## src/design/sfps_pkg.sv

```systemverilog
package sfps_pkg;

    // Fixed shape of one observation
    localparam int MIC_COUNT = 4;
    localparam int LEVEL_W   = 16;
    localparam int FACE_W    = 10;
    localparam int CAMW_W    = 11;
    localparam int BYTE_W    = 8;
    localparam int POS_W     = 16;

    // Job queue between the classifier and the move engine
    localparam int QUEUE_DEPTH = 2;

    // Face divide retires two quotient bits per cycle
    localparam int DIV_STEPS = FACE_W / 2;

    localparam logic [CAMW_W-1:0] CAMERA_WIDTH_RESET = 11'd640;

    // Configuration register indexes
    localparam logic REG_CAMERA_WIDTH   = 1'b0;
    localparam logic REG_ROTATOR_ENABLE = 1'b1;

    typedef enum logic [1:0] {
        SECTOR_A = 2'd0,
        SECTOR_B = 2'd1,
        SECTOR_C = 2'd2
    } sector_t;

    typedef enum logic [1:0] {
        ORIGIN_SECTOR = 2'd0,
        ORIGIN_FACE   = 2'd1,
        ORIGIN_HOME   = 2'd2
    } origin_t;

    // One classified word handed from the front to the back
    typedef struct packed {
        logic              home;
        logic              change;
        sector_t           from_sec;
        sector_t           to_sec;
        logic [FACE_W-1:0] face;
    } job_t;

    typedef struct packed {
        logic [CAMW_W-1:0] camera_width;
        logic              rotator_enable;
    } cfg_t;

endpackage

```

## src/design/sfps_queue.sv

```systemverilog
module sfps_queue #(
    parameter int DEPTH = sfps_pkg::QUEUE_DEPTH
) (
    input  logic            clk,
    input  logic            rst_n,
    input  logic            push,
    input  sfps_pkg::job_t  push_job,
    output logic            full,
    input  logic            pop,
    output sfps_pkg::job_t  pop_job,
    output logic            empty
);

    localparam int PTR_W = (DEPTH > 1) ? $clog2(DEPTH) : 1;
    localparam int CNT_W = $clog2(DEPTH + 1);

    sfps_pkg::job_t   mem_reg [DEPTH];
    logic [PTR_W-1:0] wr_ptr_reg, wr_ptr_next;
    logic [PTR_W-1:0] rd_ptr_reg, rd_ptr_next;
    logic [CNT_W-1:0] count_reg, count_next;
    logic             push_ok, pop_ok;

    assign full    = (count_reg == CNT_W'(DEPTH));
    assign empty   = (count_reg == '0);
    assign push_ok = push && !full;
    assign pop_ok  = pop && !empty;
    assign pop_job = mem_reg[rd_ptr_reg];

    // Advance pointers and occupancy
    always_comb
    begin
        wr_ptr_next = wr_ptr_reg;
        rd_ptr_next = rd_ptr_reg;
        count_next  = count_reg;
        if (push_ok)
        begin
            wr_ptr_next = (wr_ptr_reg == PTR_W'(DEPTH - 1)) ? '0 : wr_ptr_reg + 1'b1;
        end
        if (pop_ok)
        begin
            rd_ptr_next = (rd_ptr_reg == PTR_W'(DEPTH - 1)) ? '0 : rd_ptr_reg + 1'b1;
        end
        unique case ({push_ok, pop_ok})
            2'b10:   count_next = count_reg + 1'b1;
            2'b01:   count_next = count_reg - 1'b1;
            default: count_next = count_reg;
        endcase
    end

    always_ff @(posedge clk or negedge rst_n)
    begin
        if (!rst_n)
        begin
            wr_ptr_reg <= '0;
            rd_ptr_reg <= '0;
            count_reg  <= '0;
        end
        else
        begin
            wr_ptr_reg <= wr_ptr_next;
            rd_ptr_reg <= rd_ptr_next;
            count_reg  <= count_next;
        end
    end

    // Hold queued words
    always_ff @(posedge clk)
    begin
        if (push_ok)
        begin
            mem_reg[wr_ptr_reg] <= push_job;
        end
    end

endmodule

```

## src/design/sfps_front.sv

```systemverilog
module sfps_front (
    input  logic                          clk,
    input  logic                          rst_n,
    input  logic                          in_valid,
    output logic                          in_stall,
    input  logic                          command,
    input  logic [sfps_pkg::LEVEL_W-1:0]  level_mic0,
    input  logic [sfps_pkg::LEVEL_W-1:0]  level_mic1,
    input  logic [sfps_pkg::LEVEL_W-1:0]  level_mic2,
    input  logic [sfps_pkg::LEVEL_W-1:0]  level_mic3,
    input  logic [sfps_pkg::FACE_W-1:0]   face_column,
    input  logic                          q_full,
    output logic                          q_push,
    output sfps_pkg::job_t                q_job
);

    typedef enum logic [1:0] {
        F_IDLE,
        F_SORT1,
        F_SORT2,
        F_PUSH
    } state_t;

    state_t state_reg, state_next;

    // Sort slots carry a level together with its microphone number
    logic [sfps_pkg::MIC_COUNT-1:0][sfps_pkg::LEVEL_W-1:0] slot_lv_reg, slot_lv_next;
    logic [sfps_pkg::MIC_COUNT-1:0][1:0]                   slot_ix_reg, slot_ix_next;
    logic                                                  home_reg, home_next;
    logic [sfps_pkg::FACE_W-1:0]                           face_reg, face_next;
    sfps_pkg::sector_t                                     sector_reg, sector_next;

    logic              silent;
    logic [1:0]        lo_ix, hi_ix;
    sfps_pkg::sector_t new_sector;

    assign in_stall = (state_reg != F_IDLE);

    // Pick the sector from the two loudest microphones
    assign silent = (slot_lv_reg[0] == '0);
    assign lo_ix  = (slot_ix_reg[0] < slot_ix_reg[1]) ? slot_ix_reg[0] : slot_ix_reg[1];
    assign hi_ix  = (slot_ix_reg[0] < slot_ix_reg[1]) ? slot_ix_reg[1] : slot_ix_reg[0];

    always_comb
    begin
        priority if (lo_ix == 2'd0 && hi_ix == 2'd1)
        begin
            new_sector = sfps_pkg::SECTOR_A;
        end
        else if (lo_ix == 2'd1 && hi_ix == 2'd2)
        begin
            new_sector = sfps_pkg::SECTOR_B;
        end
        else if (lo_ix == 2'd2 && hi_ix == 2'd3)
        begin
            new_sector = sfps_pkg::SECTOR_C;
        end
        else
        begin
            new_sector = sector_reg;
        end
    end

    // Build the outgoing word
    always_comb
    begin
        q_job.home     = home_reg;
        q_job.change   = !home_reg && (new_sector != sector_reg);
        q_job.from_sec = sector_reg;
        q_job.to_sec   = home_reg ? sector_reg : new_sector;
        q_job.face     = face_reg;
    end

    assign q_push = (state_reg == F_PUSH) && !q_full && (home_reg || !silent);

    // Exchange sort: compare-swap pairs in the order of the nested scan,
    // a swap only when the earlier slot is strictly quieter
    always_comb
    begin
        state_next   = state_reg;
        slot_lv_next = slot_lv_reg;
        slot_ix_next = slot_ix_reg;
        home_next    = home_reg;
        face_next    = face_reg;
        sector_next  = sector_reg;
        unique case (state_reg)
            F_IDLE:
            begin
                if (in_valid)
                begin
                    slot_lv_next = {level_mic3, level_mic2, level_mic1, level_mic0};
                    slot_ix_next = {2'd3, 2'd2, 2'd1, 2'd0};
                    home_next    = command;
                    face_next    = face_column;
                    state_next   = command ? F_PUSH : F_SORT1;
                end
            end
            F_SORT1:
            begin
                if (slot_lv_next[0] < slot_lv_next[1])
                begin
                    {slot_lv_next[0], slot_lv_next[1]} = {slot_lv_next[1], slot_lv_next[0]};
                    {slot_ix_next[0], slot_ix_next[1]} = {slot_ix_next[1], slot_ix_next[0]};
                end
                if (slot_lv_next[0] < slot_lv_next[2])
                begin
                    {slot_lv_next[0], slot_lv_next[2]} = {slot_lv_next[2], slot_lv_next[0]};
                    {slot_ix_next[0], slot_ix_next[2]} = {slot_ix_next[2], slot_ix_next[0]};
                end
                state_next = F_SORT2;
            end
            F_SORT2:
            begin
                if (slot_lv_next[0] < slot_lv_next[3])
                begin
                    {slot_lv_next[0], slot_lv_next[3]} = {slot_lv_next[3], slot_lv_next[0]};
                    {slot_ix_next[0], slot_ix_next[3]} = {slot_ix_next[3], slot_ix_next[0]};
                end
                if (slot_lv_next[1] < slot_lv_next[2])
                begin
                    {slot_lv_next[1], slot_lv_next[2]} = {slot_lv_next[2], slot_lv_next[1]};
                    {slot_ix_next[1], slot_ix_next[2]} = {slot_ix_next[2], slot_ix_next[1]};
                end
                if (slot_lv_next[1] < slot_lv_next[3])
                begin
                    {slot_lv_next[1], slot_lv_next[3]} = {slot_lv_next[3], slot_lv_next[1]};
                    {slot_ix_next[1], slot_ix_next[3]} = {slot_ix_next[3], slot_ix_next[1]};
                end
                state_next = F_PUSH;
            end
            F_PUSH:
            begin
                // Drop silent observations, otherwise wait for queue room
                if (!home_reg && silent)
                begin
                    state_next = F_IDLE;
                end
                else if (!q_full)
                begin
                    if (!home_reg)
                    begin
                        sector_next = new_sector;
                    end
                    state_next = F_IDLE;
                end
            end
        endcase
    end

    always_ff @(posedge clk or negedge rst_n)
    begin
        if (!rst_n)
        begin
            state_reg  <= F_IDLE;
            sector_reg <= sfps_pkg::SECTOR_B;
        end
        else
        begin
            state_reg  <= state_next;
            sector_reg <= sector_next;
        end
    end

    // Hold the captured word
    always_ff @(posedge clk)
    begin
        slot_lv_reg <= slot_lv_next;
        slot_ix_reg <= slot_ix_next;
        home_reg    <= home_next;
        face_reg    <= face_next;
    end

endmodule

```

## src/design/sfps_back.sv

```systemverilog
module sfps_back (
    input  logic                              clk,
    input  logic                              rst_n,
    input  sfps_pkg::cfg_t                    cfg,
    input  logic                              q_empty,
    input  sfps_pkg::job_t                    q_job,
    output logic                              q_pop,
    output logic                              out_valid,
    input  logic                              out_stall,
    output logic [sfps_pkg::BYTE_W-1:0]       step_byte,
    output logic [1:0]                        move_origin,
    output logic signed [sfps_pkg::POS_W-1:0] position_after,
    output logic                              last
);

    localparam int FW = sfps_pkg::FACE_W;
    localparam int BW = sfps_pkg::BYTE_W;
    localparam int PW = sfps_pkg::POS_W;

    typedef enum logic [2:0] {
        B_IDLE,
        B_SECT,
        B_DIV,
        B_FACE,
        B_EMIT_SEC,
        B_EMIT_FACE,
        B_EMIT_HOME
    } state_t;

    state_t                state_reg, state_next;
    sfps_pkg::job_t        job_reg, job_next;
    logic signed [PW-1:0]  pos_reg, pos_next;
    logic [BW-1:0]         sec_byte_reg, sec_byte_next;
    logic                  sec_pend_reg, sec_pend_next;
    logic [BW-1:0]         face_byte_reg, face_byte_next;
    logic                  face_pend_reg, face_pend_next;
    logic                  above_reg, above_next;
    logic [FW-1:0]         quo_reg, quo_next;
    logic [5:0]            rem_reg, rem_next;
    logic [2:0]            cnt_reg, cnt_next;
    logic                  out_valid_reg, out_valid_next;
    logic [BW-1:0]         out_byte_reg, out_byte_next;
    sfps_pkg::origin_t     out_origin_reg, out_origin_next;
    logic signed [PW-1:0]  out_pos_reg, out_pos_next;
    logic                  out_last_reg, out_last_next;

    logic                  out_free;
    logic [15:0]           pps_prod;
    logic [5:0]            pps_raw, pps;
    logic [FW-1:0]         half;
    logic                  face_above;
    logic [FW-1:0]         dividend;
    logic [6:0]            div_r1, div_r1s, div_r2, div_r2s;
    logic                  div_ge1, div_ge2;
    logic [FW-1:0]         div_q1, div_q2;
    logic [BW-1:0]         sec_byte_w, home_byte_w, face_byte_w;
    logic                  face_dead;
    logic signed [PW-1:0]  pos_after_sec, pos_after_face;

    // Step position update, saturating to the 16-bit range
    function automatic logic signed [PW-1:0] apply_move(
        input logic signed [PW-1:0] p,
        input logic [BW-1:0]        b
    );
        logic [BW:0]          mag;
        logic signed [PW:0]   s;
        if (b > 8'd128)
        begin
            mag = {1'b0, b} - 9'd127;
            s   = $signed({p[PW-1], p}) - $signed({8'd0, mag});
        end
        else
        begin
            mag = {1'b0, b} + 9'd1;
            s   = $signed({p[PW-1], p}) + $signed({8'd0, mag});
        end
        if (s[PW] != s[PW-1])
        begin
            apply_move = s[PW] ? {1'b1, {(PW-1){1'b0}}} : {1'b0, {(PW-1){1'b1}}};
        end
        else
        begin
            apply_move = s[PW-1:0];
        end
    endfunction

    // Sector change table, taken modulo 256
    function automatic logic [BW-1:0] sector_byte(
        input sfps_pkg::sector_t    from_sec,
        input sfps_pkg::sector_t    to_sec,
        input logic signed [PW-1:0] p
    );
        logic [BW-1:0] pl;
        pl = p[BW-1:0];
        priority if (from_sec == sfps_pkg::SECTOR_A && to_sec == sfps_pkg::SECTOR_B)
        begin
            sector_byte = 8'd128 + pl;
        end
        else if (from_sec == sfps_pkg::SECTOR_A && to_sec == sfps_pkg::SECTOR_C)
        begin
            sector_byte = (p >= 16'sd40) ? 8'd168 + pl : 8'd248 - pl;
        end
        else if (from_sec == sfps_pkg::SECTOR_B && to_sec == sfps_pkg::SECTOR_A)
        begin
            sector_byte = 8'd40 - pl;
        end
        else if (from_sec == sfps_pkg::SECTOR_B && to_sec == sfps_pkg::SECTOR_C)
        begin
            sector_byte = 8'd168 + pl;
        end
        else if (from_sec == sfps_pkg::SECTOR_C && to_sec == sfps_pkg::SECTOR_A)
        begin
            sector_byte = 8'd40 - pl;
        end
        else if (from_sec == sfps_pkg::SECTOR_C && to_sec == sfps_pkg::SECTOR_B)
        begin
            sector_byte = 8'd0 - pl;
        end
        else
        begin
            sector_byte = '0;
        end
    endfunction

    assign out_free = !out_valid_reg || !out_stall;

    // Pixels per step: width/40 as (width>>3)*205>>10, never below one
    assign pps_prod = {8'd0, cfg.camera_width[10:3]} * 16'd205;
    assign pps_raw  = pps_prod[15:10];
    assign pps      = (pps_raw == '0) ? 6'd1 : pps_raw;
    assign half     = cfg.camera_width[10:1];

    assign face_above = (job_reg.face > half);
    assign dividend   = face_above ? job_reg.face - half : half - job_reg.face;

    // Two restoring divide steps
    assign div_r1  = {rem_reg, quo_reg[FW-1]};
    assign div_ge1 = (div_r1 >= {1'b0, pps});
    assign div_r1s = div_ge1 ? div_r1 - {1'b0, pps} : div_r1;
    assign div_q1  = {quo_reg[FW-2:0], div_ge1};
    assign div_r2  = {div_r1s[5:0], div_q1[FW-1]};
    assign div_ge2 = (div_r2 >= {1'b0, pps});
    assign div_r2s = div_ge2 ? div_r2 - {1'b0, pps} : div_r2;
    assign div_q2  = {div_q1[FW-2:0], div_ge2};

    assign sec_byte_w  = sector_byte(job_reg.from_sec, job_reg.to_sec, pos_reg);
    assign home_byte_w = (pos_reg > 16'sd0) ? pos_reg[BW-1:0] + 8'd127 : ~pos_reg[BW-1:0];
    assign face_byte_w = above_reg ? quo_reg[BW-1:0] : 8'd128 + quo_reg[BW-1:0];
    assign face_dead   = (face_byte_w < 8'd2) || (face_byte_w == 8'd128)
                         || (face_byte_w == 8'd129);
    assign pos_after_sec  = apply_move(pos_reg, sec_byte_w);
    assign pos_after_face = apply_move(pos_reg, face_byte_reg);

    always_comb
    begin
        state_next      = state_reg;
        job_next        = job_reg;
        pos_next        = pos_reg;
        sec_byte_next   = sec_byte_reg;
        sec_pend_next   = sec_pend_reg;
        face_byte_next  = face_byte_reg;
        face_pend_next  = face_pend_reg;
        above_next      = above_reg;
        quo_next        = quo_reg;
        rem_next        = rem_reg;
        cnt_next        = cnt_reg;
        out_valid_next  = out_valid_reg;
        out_byte_next   = out_byte_reg;
        out_origin_next = out_origin_reg;
        out_pos_next    = out_pos_reg;
        out_last_next   = out_last_reg;
        q_pop           = 1'b0;

        // Drop the output word once taken
        if (out_valid_reg && !out_stall)
        begin
            out_valid_next = 1'b0;
        end

        unique case (state_reg)
            B_IDLE:
            begin
                if (!q_empty)
                begin
                    q_pop      = 1'b1;
                    job_next   = q_job;
                    state_next = B_SECT;
                end
            end
            B_SECT:
            begin
                if (job_reg.home)
                begin
                    if (cfg.rotator_enable)
                    begin
                        sec_byte_next = home_byte_w;
                        pos_next      = '0;
                        state_next    = B_EMIT_HOME;
                    end
                    else
                    begin
                        state_next = B_IDLE;
                    end
                end
                else
                begin
                    sec_pend_next = job_reg.change && cfg.rotator_enable;
                    if (job_reg.change)
                    begin
                        sec_byte_next = sec_byte_w;
                        pos_next      = pos_after_sec;
                    end
                    face_pend_next = 1'b0;
                    if (job_reg.face != '0)
                    begin
                        above_next = face_above;
                        quo_next   = dividend;
                        rem_next   = '0;
                        cnt_next   = '0;
                        state_next = B_DIV;
                    end
                    else
                    begin
                        state_next = sec_pend_next ? B_EMIT_SEC : B_IDLE;
                    end
                end
            end
            B_DIV:
            begin
                quo_next = div_q2;
                rem_next = div_r2s[5:0];
                cnt_next = cnt_reg + 1'b1;
                if (cnt_reg == 3'(sfps_pkg::DIV_STEPS - 1))
                begin
                    state_next = B_FACE;
                end
            end
            B_FACE:
            begin
                face_byte_next = face_byte_w;
                face_pend_next = !face_dead && cfg.rotator_enable;
                if (sec_pend_reg)
                begin
                    state_next = B_EMIT_SEC;
                end
                else
                begin
                    state_next = face_pend_next ? B_EMIT_FACE : B_IDLE;
                end
            end
            B_EMIT_SEC:
            begin
                if (out_free)
                begin
                    out_valid_next  = 1'b1;
                    out_byte_next   = sec_byte_reg;
                    out_origin_next = sfps_pkg::ORIGIN_SECTOR;
                    out_pos_next    = pos_reg;
                    out_last_next   = !face_pend_reg;
                    state_next      = face_pend_reg ? B_EMIT_FACE : B_IDLE;
                end
            end
            B_EMIT_FACE:
            begin
                if (out_free)
                begin
                    pos_next        = pos_after_face;
                    out_valid_next  = 1'b1;
                    out_byte_next   = face_byte_reg;
                    out_origin_next = sfps_pkg::ORIGIN_FACE;
                    out_pos_next    = pos_after_face;
                    out_last_next   = 1'b1;
                    state_next      = B_IDLE;
                end
            end
            B_EMIT_HOME:
            begin
                if (out_free)
                begin
                    out_valid_next  = 1'b1;
                    out_byte_next   = sec_byte_reg;
                    out_origin_next = sfps_pkg::ORIGIN_HOME;
                    out_pos_next    = '0;
                    out_last_next   = 1'b1;
                    state_next      = B_IDLE;
                end
            end
            default:
            begin
                state_next = B_IDLE;
            end
        endcase
    end

    always_ff @(posedge clk or negedge rst_n)
    begin
        if (!rst_n)
        begin
            state_reg     <= B_IDLE;
            pos_reg       <= '0;
            out_valid_reg <= 1'b0;
        end
        else
        begin
            state_reg     <= state_next;
            pos_reg       <= pos_next;
            out_valid_reg <= out_valid_next;
        end
    end

    // Hold the work and output payload
    always_ff @(posedge clk)
    begin
        job_reg        <= job_next;
        sec_byte_reg   <= sec_byte_next;
        sec_pend_reg   <= sec_pend_next;
        face_byte_reg  <= face_byte_next;
        face_pend_reg  <= face_pend_next;
        above_reg      <= above_next;
        quo_reg        <= quo_next;
        rem_reg        <= rem_next;
        cnt_reg        <= cnt_next;
        out_byte_reg   <= out_byte_next;
        out_origin_reg <= out_origin_next;
        out_pos_reg    <= out_pos_next;
        out_last_reg   <= out_last_next;
    end

    assign out_valid      = out_valid_reg;
    assign step_byte      = out_byte_reg;
    assign move_origin    = out_origin_reg;
    assign position_after = out_pos_reg;
    assign last           = out_last_reg;

endmodule

```

## src/design/sound_and_face_pan_stepper.sv

```systemverilog
// Pan stepper controller driven by four microphone levels and a face position.
// The front ranks the levels in its sort states and picks the sound sector
// (a home command skips the sort) and drops observations where every level
// is zero; the back turns each queued word into stepper words. With a face
// present, the back first divides the face offset by pixels per step, which
// retires two quotient bits per cycle, before it emits its words. A queue of
// QUEUE_DEPTH words lets the front accept the next observation while the back
// works. An input word yields zero, one or two output words; last marks the
// final one. Registers are written through the cfg port (ready always high)
// and should only be changed while no work is in flight.
module sound_and_face_pan_stepper #(
    parameter int QUEUE_DEPTH = sfps_pkg::QUEUE_DEPTH
) (
    input  logic                              clk,
    input  logic                              rst_n,
    input  logic                              in_valid,
    output logic                              in_stall,
    input  logic                              command,
    input  logic [sfps_pkg::LEVEL_W-1:0]      level_mic0,
    input  logic [sfps_pkg::LEVEL_W-1:0]      level_mic1,
    input  logic [sfps_pkg::LEVEL_W-1:0]      level_mic2,
    input  logic [sfps_pkg::LEVEL_W-1:0]      level_mic3,
    input  logic [sfps_pkg::FACE_W-1:0]       face_column,
    output logic                              out_valid,
    input  logic                              out_stall,
    output logic [sfps_pkg::BYTE_W-1:0]       step_byte,
    output logic [1:0]                        move_origin,
    output logic signed [sfps_pkg::POS_W-1:0] position_after,
    output logic                              last,
    input  logic                              cfg_valid,
    output logic                              cfg_ready,
    input  logic                              cfg_index,
    input  logic [sfps_pkg::CAMW_W-1:0]       cfg_data
);

    sfps_pkg::cfg_t  cfg_reg;
    sfps_pkg::job_t  push_job, pop_job;
    logic            q_push, q_pop, q_full, q_empty;

    assign cfg_ready = 1'b1;

    // Configuration registers
    always_ff @(posedge clk or negedge rst_n)
    begin
        if (!rst_n)
        begin
            cfg_reg.camera_width   <= sfps_pkg::CAMERA_WIDTH_RESET;
            cfg_reg.rotator_enable <= 1'b0;
        end
        else if (cfg_valid && cfg_ready)
        begin
            unique case (cfg_index)
                sfps_pkg::REG_CAMERA_WIDTH:   cfg_reg.camera_width   <= cfg_data;
                sfps_pkg::REG_ROTATOR_ENABLE: cfg_reg.rotator_enable <= cfg_data[0];
            endcase
        end
    end

    sfps_front u_front (
        .clk         (clk),
        .rst_n       (rst_n),
        .in_valid    (in_valid),
        .in_stall    (in_stall),
        .command     (command),
        .level_mic0  (level_mic0),
        .level_mic1  (level_mic1),
        .level_mic2  (level_mic2),
        .level_mic3  (level_mic3),
        .face_column (face_column),
        .q_full      (q_full),
        .q_push      (q_push),
        .q_job       (push_job)
    );

    sfps_queue #(
        .DEPTH (QUEUE_DEPTH)
    ) u_queue (
        .clk      (clk),
        .rst_n    (rst_n),
        .push     (q_push),
        .push_job (push_job),
        .full     (q_full),
        .pop      (q_pop),
        .pop_job  (pop_job),
        .empty    (q_empty)
    );

    sfps_back u_back (
        .clk            (clk),
        .rst_n          (rst_n),
        .cfg            (cfg_reg),
        .q_empty        (q_empty),
        .q_job          (pop_job),
        .q_pop          (q_pop),
        .out_valid      (out_valid),
        .out_stall      (out_stall),
        .step_byte      (step_byte),
        .move_origin    (move_origin),
        .position_after (position_after),
        .last           (last)
    );

endmodule

```

## config.mk

```make
export PLATFORM = sky130hd
export DESIGN_NAME = sound_and_face_pan_stepper
export DESIGN_NICKNAME = d
export VERILOG_FILES = /design/src/design/sfps_pkg.sv /design/src/design/sfps_queue.sv /design/src/design/sfps_front.sv /design/src/design/sfps_back.sv /design/src/design/sound_and_face_pan_stepper.sv
export SDC_FILE = /design/constraint.sdc
export NUM_CORES = 1
export LEC_CHECK = 0
export BUFFER_PORTS_ARGS = -buffer_cell sky130_fd_sc_hd__buf_4
export CAP_MARGIN = 30
export CORE_ASPECT_RATIO = 1.2
export CORE_MARGIN = 1.5
export CORE_UTILIZATION = 51
export CTS_BUF_LIST = sky130_fd_sc_hd__clkbuf_4 sky130_fd_sc_hd__clkbuf_8
export DETAILED_ROUTE_END_ITERATION = 16
export GPL_ROUTABILITY_DRIVEN = 0
export PLACE_DENSITY = 0.78
export SETUP_SLACK_MARGIN = 0.15
export SLEW_MARGIN = 20
export SYNTH_ARGS = -nofsm -noshare
export SYNTH_HDL_FRONTEND = slang
export SYNTH_HIERARCHICAL = 1
export SYNTH_SLANG_ARGS = --single-unit
```

## constraint.sdc

```tcl
create_clock -name clk -period 7.3 [get_ports clk]
set_input_delay 0.73 -clock clk [delete_from_list [all_inputs] [get_ports clk]]
set_output_delay 0.73 -clock clk [all_outputs]
set_load 0.05 [all_outputs]
```

==> results.txt, run 1 <==
The net count of the finished layout came out at 2453. The worst register-to-register path ends at u_back/rem_reg[5]$_SDFFCE_PN0P_. The horizontal extent of the die is ~180 µm. TritonCTS built the clock tree. The total overflow reported by the global router is 0. The post-detailed-route wirelength per cell came out at about 20 µm. Synthesis produced a netlist with a net count of between 2000 and 2500. In this run the core area contains 78 standard-cell rows.

The number of global-route vias before repair is around 16000. The netlist area before placement came out at ~0.020 mm². The cell occurring most often along the worst timing path is sky130_fd_sc_hd__a21o_1. Setup repair after global routing left no endpoint under its margin.

The number of vias after detailed routing came out at between 15000 and 20000. Following the worst setup path forward leads to its endpoint at u_back/rem_reg[5]$_SDFFCE_PN0P_. In this run the number of H-tree levels came out at 2. Max-cap violations in this run came to 0. The run finished with clean final reports. The fill cell instance count of the final layout came out at 3181.

Clock skew on the completed layout was measured at between 20 and 30 ps. The longest clock path from root to sink contains 3 buffers. The startpoint kind of the worst setup timing path is a register. After layout, the minimum clock period comes to between 6000 and 7000 ps.

The min-delay analysis places its worst path in the category primary input to asynchronous set/reset pin. The die covers 0.0397 mm². The share of final-layout standard cells stronger than drive strength 1 came out at 0.169. The first global-routing pass estimated a little over 80000 µm of wire. The biggest cell delay along the critical path came out at about 560 ps. Relative to the synthesized area, the layout overhead comes to 12.6%.

The relative slew slack is 0.323. After clock tree synthesis, the flow added hold-fix buffers numbering 0. Measured along the y axis, the die boundary spans 218 µm. The largest net degree at the start of global routing is 70.

The cell with the largest stage delay on the worst path is sky130_fd_sc_hd__dfstp_2. The clock edge transition at the registers on the reported setup and hold paths came out at around 70 ps. The effective utilization at floorplan is 0.519. The critical path arrival is approximately 7300 ps. The critical path in this run is classified as register to register. The reg-to-reg setup timing slack is ~330 ps. The violation count after the first detailed-route iteration came out at ~1400. The antenna diode count is 0. Clock latency on the worst-skew pair, taken at its later pin, is 600 ps.

The final antenna-violating net count is 0. Across all hold checks on the routed design, the worst slack comes to 124 ps. The startpoint of the most critical register-to-register path is cfg_reg[8]$_DFFE_PN1P_. The I/O pin count came out at ~120.

The critical path launch point is cfg_reg[8]$_DFFE_PN1P_. Clock tree synthesis selected as its root buffer the cell sky130_fd_sc_hd__clkbuf_8. The post-route DRC violation count is 0. The average cell area after synthesis came out at 9.69 µm². Static timing analysis puts the maximum clock frequency at 143 MHz. The critical-path maximum fanout came out at 7. The via-per-instance ratio came out at 6.13.

The area of the placeable core came out at ~0.038 mm². Counting the buffers created by CTS gives 41. The number of antenna violations at the first check in global routing is 0. The total wire length after detailed routing came out at a little over 50000 µm.

Detailed placement finished with a half-perimeter wire length of approximately 39000 µm. The nature of the critical path endpoint is a register. The worst register-to-register path has a depth of 32.

The first-pass detailed-route iteration total is 6. The synthesized netlist cell count came out at 2026. Across every metal layer, demand over resource in global routing totals 0.254.

The clock drives around 240 sinks. The required time of the critical path came out at between 7000 and 8000 ps. The share of the clock period used by the worst path is 0.955.

Setup violations remaining at the end of the flow were counted as 0. The count of final max-slew check failures is 0. The count of endpoints failing hold in the final timing report is 0. The number of I/O port buffers is 120. The slew of the pin with the lowest slew margin is ~1000 ps. The number of flip-flops in the largest register is 64. The Yosys warning count is 6.
==> critical path: cells and delay by family, from the launching register on <==
family                     cells  cell delay, ps
buffers and inverters          3             210
muxes                          3             580
and+or+nand+nor                5             630
adders and majority gates      7            2400
DFF                            1             560
AOI/OAI and AO/OA             14            2360
==> through the flow <==
stage                     std cells   util  setup slack, ps  setup TNS [ps]  instance area [µm²]
final                          2656  0.584              325               0                22100
after global routing           2656  0.584             61.7               0                22100
after CTS                      2647  0.578              167               0                21900
after global placement         2566  0.554             45.8               0                21000
after floorplan                2026      -              188               0                19600
after detailed placement       2569  0.555             -397           -2560                21000
==> worst min path at each step <==
stage | startpoint | end | depth (start not counted)
finish | rst_n | cfg_reg[3]$_DFFE_PN0P_ | 1
global route | rst_n | cfg_reg[5]$_DFFE_PN0P_ | 1
CTS | rst_n | cfg_reg[7]$_DFFE_PN0P_ | 1
detailed placement | u_front/face_reg[2]$_DFFE_PP_ | u_queue/mem_reg[1][2]$_DFFE_PP_ | 0
global placement | u_front/face_reg[0]$_DFFE_PP_ | u_queue/mem_reg[0][0]$_DFFE_PP_ | 0
floorplan | u_front/face_reg[0]$_DFFE_PP_ | u_queue/mem_reg[0][0]$_DFFE_PP_ | 0
==> layout by cell type, fill, tap and decap left out, types with 23 or more instances in the layout <==
cell type,n
sky130_fd_sc_hd__nand2_1,115
sky130_fd_sc_hd__xor2_1,37
sky130_fd_sc_hd__edfxtp_1,196
sky130_fd_sc_hd__clkbuf_8,42
sky130_fd_sc_hd__o21ai_0,106
sky130_fd_sc_hd__nor2_1,137
sky130_fd_sc_hd__dfrtp_1,35
sky130_fd_sc_hd__inv_1,165
sky130_fd_sc_hd__a21oi_1,154
sky130_fd_sc_hd__nand4_1,24
sky130_fd_sc_hd__mux2i_1,84
sky130_fd_sc_hd__xnor2_1,52
sky130_fd_sc_hd__a31oi_1,23
sky130_fd_sc_hd__a21o_1,60
sky130_fd_sc_hd__buf_4,165
sky130_fd_sc_hd__nor2b_1,47
sky130_fd_sc_hd__mux2_2,54
sky130_fd_sc_hd__ha_1,194
==> repair_timing <==
action,CTS,global route
setup endpoints to repair,7,22
resized for setup,6,23
pin swaps,1,20
gates cloned,0,0
buffers inserted,3,7
==> routing by layer <==
metal | up-vias | part of all wire | global-route usage
li1 | 7694 | - | -
met1 | 7708 | 0.39 | 0.284
met2 | 698 | 0.51 | 0.466
met3 | 181 | 0.058 | 0.0367
met4 | 0 | 0.048 | 0.135
met5 | - | 0 | 0
==> cell type report <==
class | instances | area (µm²) | area share
Tap cell | 480 | 601 | 0.0272
Timing Repair Buffer | 172 | 1340 | 0.0606
Multi-Input combinational cell | 1525 | 11800 | 0.534
Clock inverter | 23 | 210 | 0.00951
Sequential cell | 235 | 6870 | 0.311
Clock buffer | 52 | 653 | 0.0295
Inverter | 169 | 634 | 0.0287
Power of run 1 is not shown: default switching activity piles up to over one toggle a cycle in this logic, so the estimate is an artifact.
==> run 2: changes to the inputs <==
PLACE_DENSITY = 0.72   (was 0.78)
SYNTH_HIERARCHICAL = unset   (was 1)
==> run 2 against run 1 <==
Critical path depth fell by 1. Worst setup slack improved by 140 ps. First-iteration DRC count rose by 8.3%. Worst hold slack improved by 22 ps. Final cell count rose by 0.60%. Flip-flop and latch count did not move. Clock skew fell by 4.3 ps. Clock-buffer cell count rose by 6.
==> results.txt, run 2 <==
The flow ran to the end, and the final reports show no timing, DRC or antenna violations. The netlist area before placement came out at about 0.019 mm². Counting instances in the post-synthesis netlist gives the leading cell types as 204 x sky130_fd_sc_hd__ha_1, 196 x sky130_fd_sc_hd__edfxtp_1, 166 x sky130_fd_sc_hd__nor2_1.

The startpoint kind of the worst setup timing path is a register. The count of max-cap constraint violations is 0. Summing over every cut layer, the via total after detailed routing is 16639. For the final database, setup skew stands at about 21 ps. The area added between synthesis and finish is 12.6%. Data on the critical path is required at its endpoint by about 7600 ps. For this block, the initial DRC count from the detailed router was around 1500. Summed over all instances, the cell type with the most area after synthesis is sky130_fd_sc_hd__edfxtp_1. The top-area cell type share of the netlist area is 0.305. Setup repair after global routing could not meet its margin everywhere. The slew of the pin with the lowest slew margin is between 900 and 1000 ps. For this run, the total global-route usage over all layers was measured as 0.267.

met2 is the most crowded layer. In the synthesized netlist, the number of instances is approximately 2000. The average cell area after synthesis came out at ~9.4 µm². After detailed routing, the number of remaining DRC violations is 0.

The global routing met1 resource utilization is 0.308. The Yosys warning count came out at 0. The endpoint identified for the worst register-to-register timing path is u_back.rem_reg[4]$_SDFFCE_PN0P_. The later pin in the worst-skew pair is clocked with a latency of between 500 and 600 ps. Pin placement for this block handled roughly 120 I/O pins. The count of endpoints failing hold in the final timing report came to 0. After global routing the overflow that remains totals 0. The deepest level of the CTS H-tree is 2.

The most numerous cell type found on the critical path is sky130_fd_sc_hd__a21o_1. For this run, the register share of the synthesized area comes to 0.355. For this design, the slowest cell found on the critical path is sky130_fd_sc_hd__dfstp_2. The relative slew slack came out at 0.345. The region available for standard cell placement spans 0.0371 mm². The worst setup path is of the register to register kind. The met2 track utilization from global routing came out at 0.484.

The logic depth of the worst register-to-register path came out at 31. Counting flops with a built-in enable in the synthesized netlist gives approximately 200. The net count of the finished layout came out at approximately 2500. The via-per-instance ratio came out at between 6 and 7. The fill cell instance count of the final layout is between 3000 and 4000.

For the worst setup path, the data arrival time is 7130 ps. The global-route wire length before repair is 84200 µm. In this run the critical register-to-register path is launched from cfg_reg[8]$_DFFE_PN1P_. After clock tree synthesis, the clock-pin slew on the worst setup and hold paths is 70 ps.

The pre-antenna-repair detailed-routing pass consisted of 6 iterations. The number of register bits inferred by synthesis is 235. The floorplan step set the die height to about 220 µm. The number of flip-flops in the largest register is 64.

The cell row count is 77. The number of distinct library cell variants in the gate-level netlist after synthesis came out at 90. In this run the cell area measured after placement is between 0.02 and 0.025 mm². The largest net degree at the start of global routing is 68.

The most common cell in the synthesized netlist is sky130_fd_sc_hd__ha_1. The post-detailed-route wirelength per cell is between 15 and 20 µm. The biggest cell delay along the critical path is roughly 560 ps. In the layout the commonest cells are 202 x sky130_fd_sc_hd__ha_1, 196 x sky130_fd_sc_hd__edfxtp_1, 172 x sky130_fd_sc_hd__buf_4. The clock tree from TritonCTS is done. The timing-limited maximum frequency is ~150 MHz. The number of CTS-inserted buffers came out at a little over 40. The number of nets in the synthesized netlist came out at between 2000 and 2500.

The met3 capacity usage during global routing is 0.0402. Port buffering added 120 buffers. The share of async-settable or async-resettable flops after synthesis is 0.166. The half-perimeter wire length of the detailed placement result is 39800 µm.

The worst min-delay path category is primary input to asynchronous set/reset pin. The finished cells cover roughly 0.022 mm². The final antenna-violating net count came out at 0. Leaving out fill and tap cells, the most frequent cell in the layout is sky130_fd_sc_hd__ha_1.

The count of final max-slew check failures is 0. The cell sitting at the root of the clock tree is a sky130_fd_sc_hd__clkbuf_8. The floorplan step defined a die boundary enclosing slightly below 0.04 mm².

In the synthesized netlist the dominant register cell turns out to be sky130_fd_sc_hd__edfxtp_1. Setup violations remaining at the end of the flow were counted as 0. STA classifies the critical path endpoint as a register. CTS saw ~240 sinks. The reg-to-reg setup timing slack is 470 ps. The total wire length after detailed routing is between 50000 and 60000 µm.

Of the cells placed in the final design, the portion with a size suffix greater than 1 is 0.163. For this design, the CTS-stage hold fixing added 0 buffers. The number of global-route vias before repair came out at roughly 16000. Ranked by total cell area, the synthesized netlist is headed by sky130_fd_sc_hd__edfxtp_1 30%, sky130_fd_sc_hd__ha_1 13%, sky130_fd_sc_hd__dfrtp_1 4.7%, sky130_fd_sc_hd__a21oi_1 4.0%, sky130_fd_sc_hd__o21ai_0 3.3%. The number of antenna violations at the first check in global routing is 2. The critical-path maximum fanout came out at 5. Of the available clock period, the critical path in the final layout requires 0.936. The clock passes through at most 3 buffers. The horizontal extent of the die is about 180 µm. The effective utilization at floorplan came out at 0.521. The utilization after layout is 0.587. Subtracting the final worst setup slack from the clock period gives 6830 ps.
[run 2: kinds of logic (layout without fill, tap and decap cells)]
family          after synthesis  count (layout)  synth area share
compound gates              580             580             0.200
mux                         108             108            0.0589
other cells                   1               2          0.000194
fa+ha+maj                   222             222             0.150
flops                       235             235             0.355
xor+xnor                     82              82            0.0379
buf+inv                     257             407            0.0521
simple gates                562             562             0.145
[run 2: cell type report]
type | count | area, µm² | area share
Multi-Input combinational cell | 1555 | 11500 | 0.531
Sequential cell | 235 | 6870 | 0.316
Timing Repair Buffer | 173 | 1300 | 0.0596
Clock buffer | 58 | 704 | 0.0324
Inverter | 159 | 597 | 0.0274
Tap cell | 474 | 593 | 0.0273
Clock inverter | 17 | 154 | 0.00707
Antenna cell | 1 | 2.50 | 0.000115
[run 2: what timing repair did]
action | in CTS | in global routing
resized for setup | 4 | 14
pin swaps | 1 | 6
endpoints found under the setup margin | 7 | 22
setup buffers | 1 | 7
[run 2: how the worst max path moves through the flow]
stage,from,to,slack (ps),depth (start not counted)
after global placement,cfg_reg[5]$_DFFE_PN0P_,u_back.rem_reg[2]$_SDFFCE_PN0P_,140,32
after detailed placement,cfg_reg[5]$_DFFE_PN0P_,u_back.rem_reg[4]$_SDFFCE_PN0P_,-100,32
after floorplan,cfg_reg[10]$_DFFE_PN1P_,u_back.rem_reg[1]$_SDFFCE_PN0P_,150,32
after global routing,cfg_reg[8]$_DFFE_PN1P_,u_back.rem_reg[2]$_SDFFCE_PN0P_,100,30
after CTS,cfg_reg[5]$_DFFE_PN0P_,u_back.rem_reg[4]$_SDFFCE_PN0P_,160,32
final,cfg_reg[8]$_DFFE_PN1P_,u_back.rem_reg[4]$_SDFFCE_PN0P_,470,31
[run 2: routing by layer]
metal	wire length, µm	vias to the layer above
li1	-	7837
met1	20200	7902
met2	26500	711
met3	3520	187
met4	2450	2
met5	16	-
[run 2: through the flow]
step,setup TNS [ps],instances,setup slack (ps),hold slack (ps)
detailed placement,-429,2587,-95.1,430
CTS,0,2663,156,154
floorplan,0,2047,154,421
global placement,0,2587,140,429
finish,0,2672,465,146
global route,0,2671,96.4,164
[run 2: worst max-delay path, delay by kind of cell (launching register included)]
kind                     cells  cell delay (ps)
adder cells (fa/ha/maj)      7             2460
AO/OA/AOI/OAI               14             2290
flip-flops                   1              560
buffers and inverters        4              400
AND/OR/NAND/NOR              4              350
XOR/XNOR                     1              290
multiplexers                 1              190
Power of run 2 is left out for the same reason.
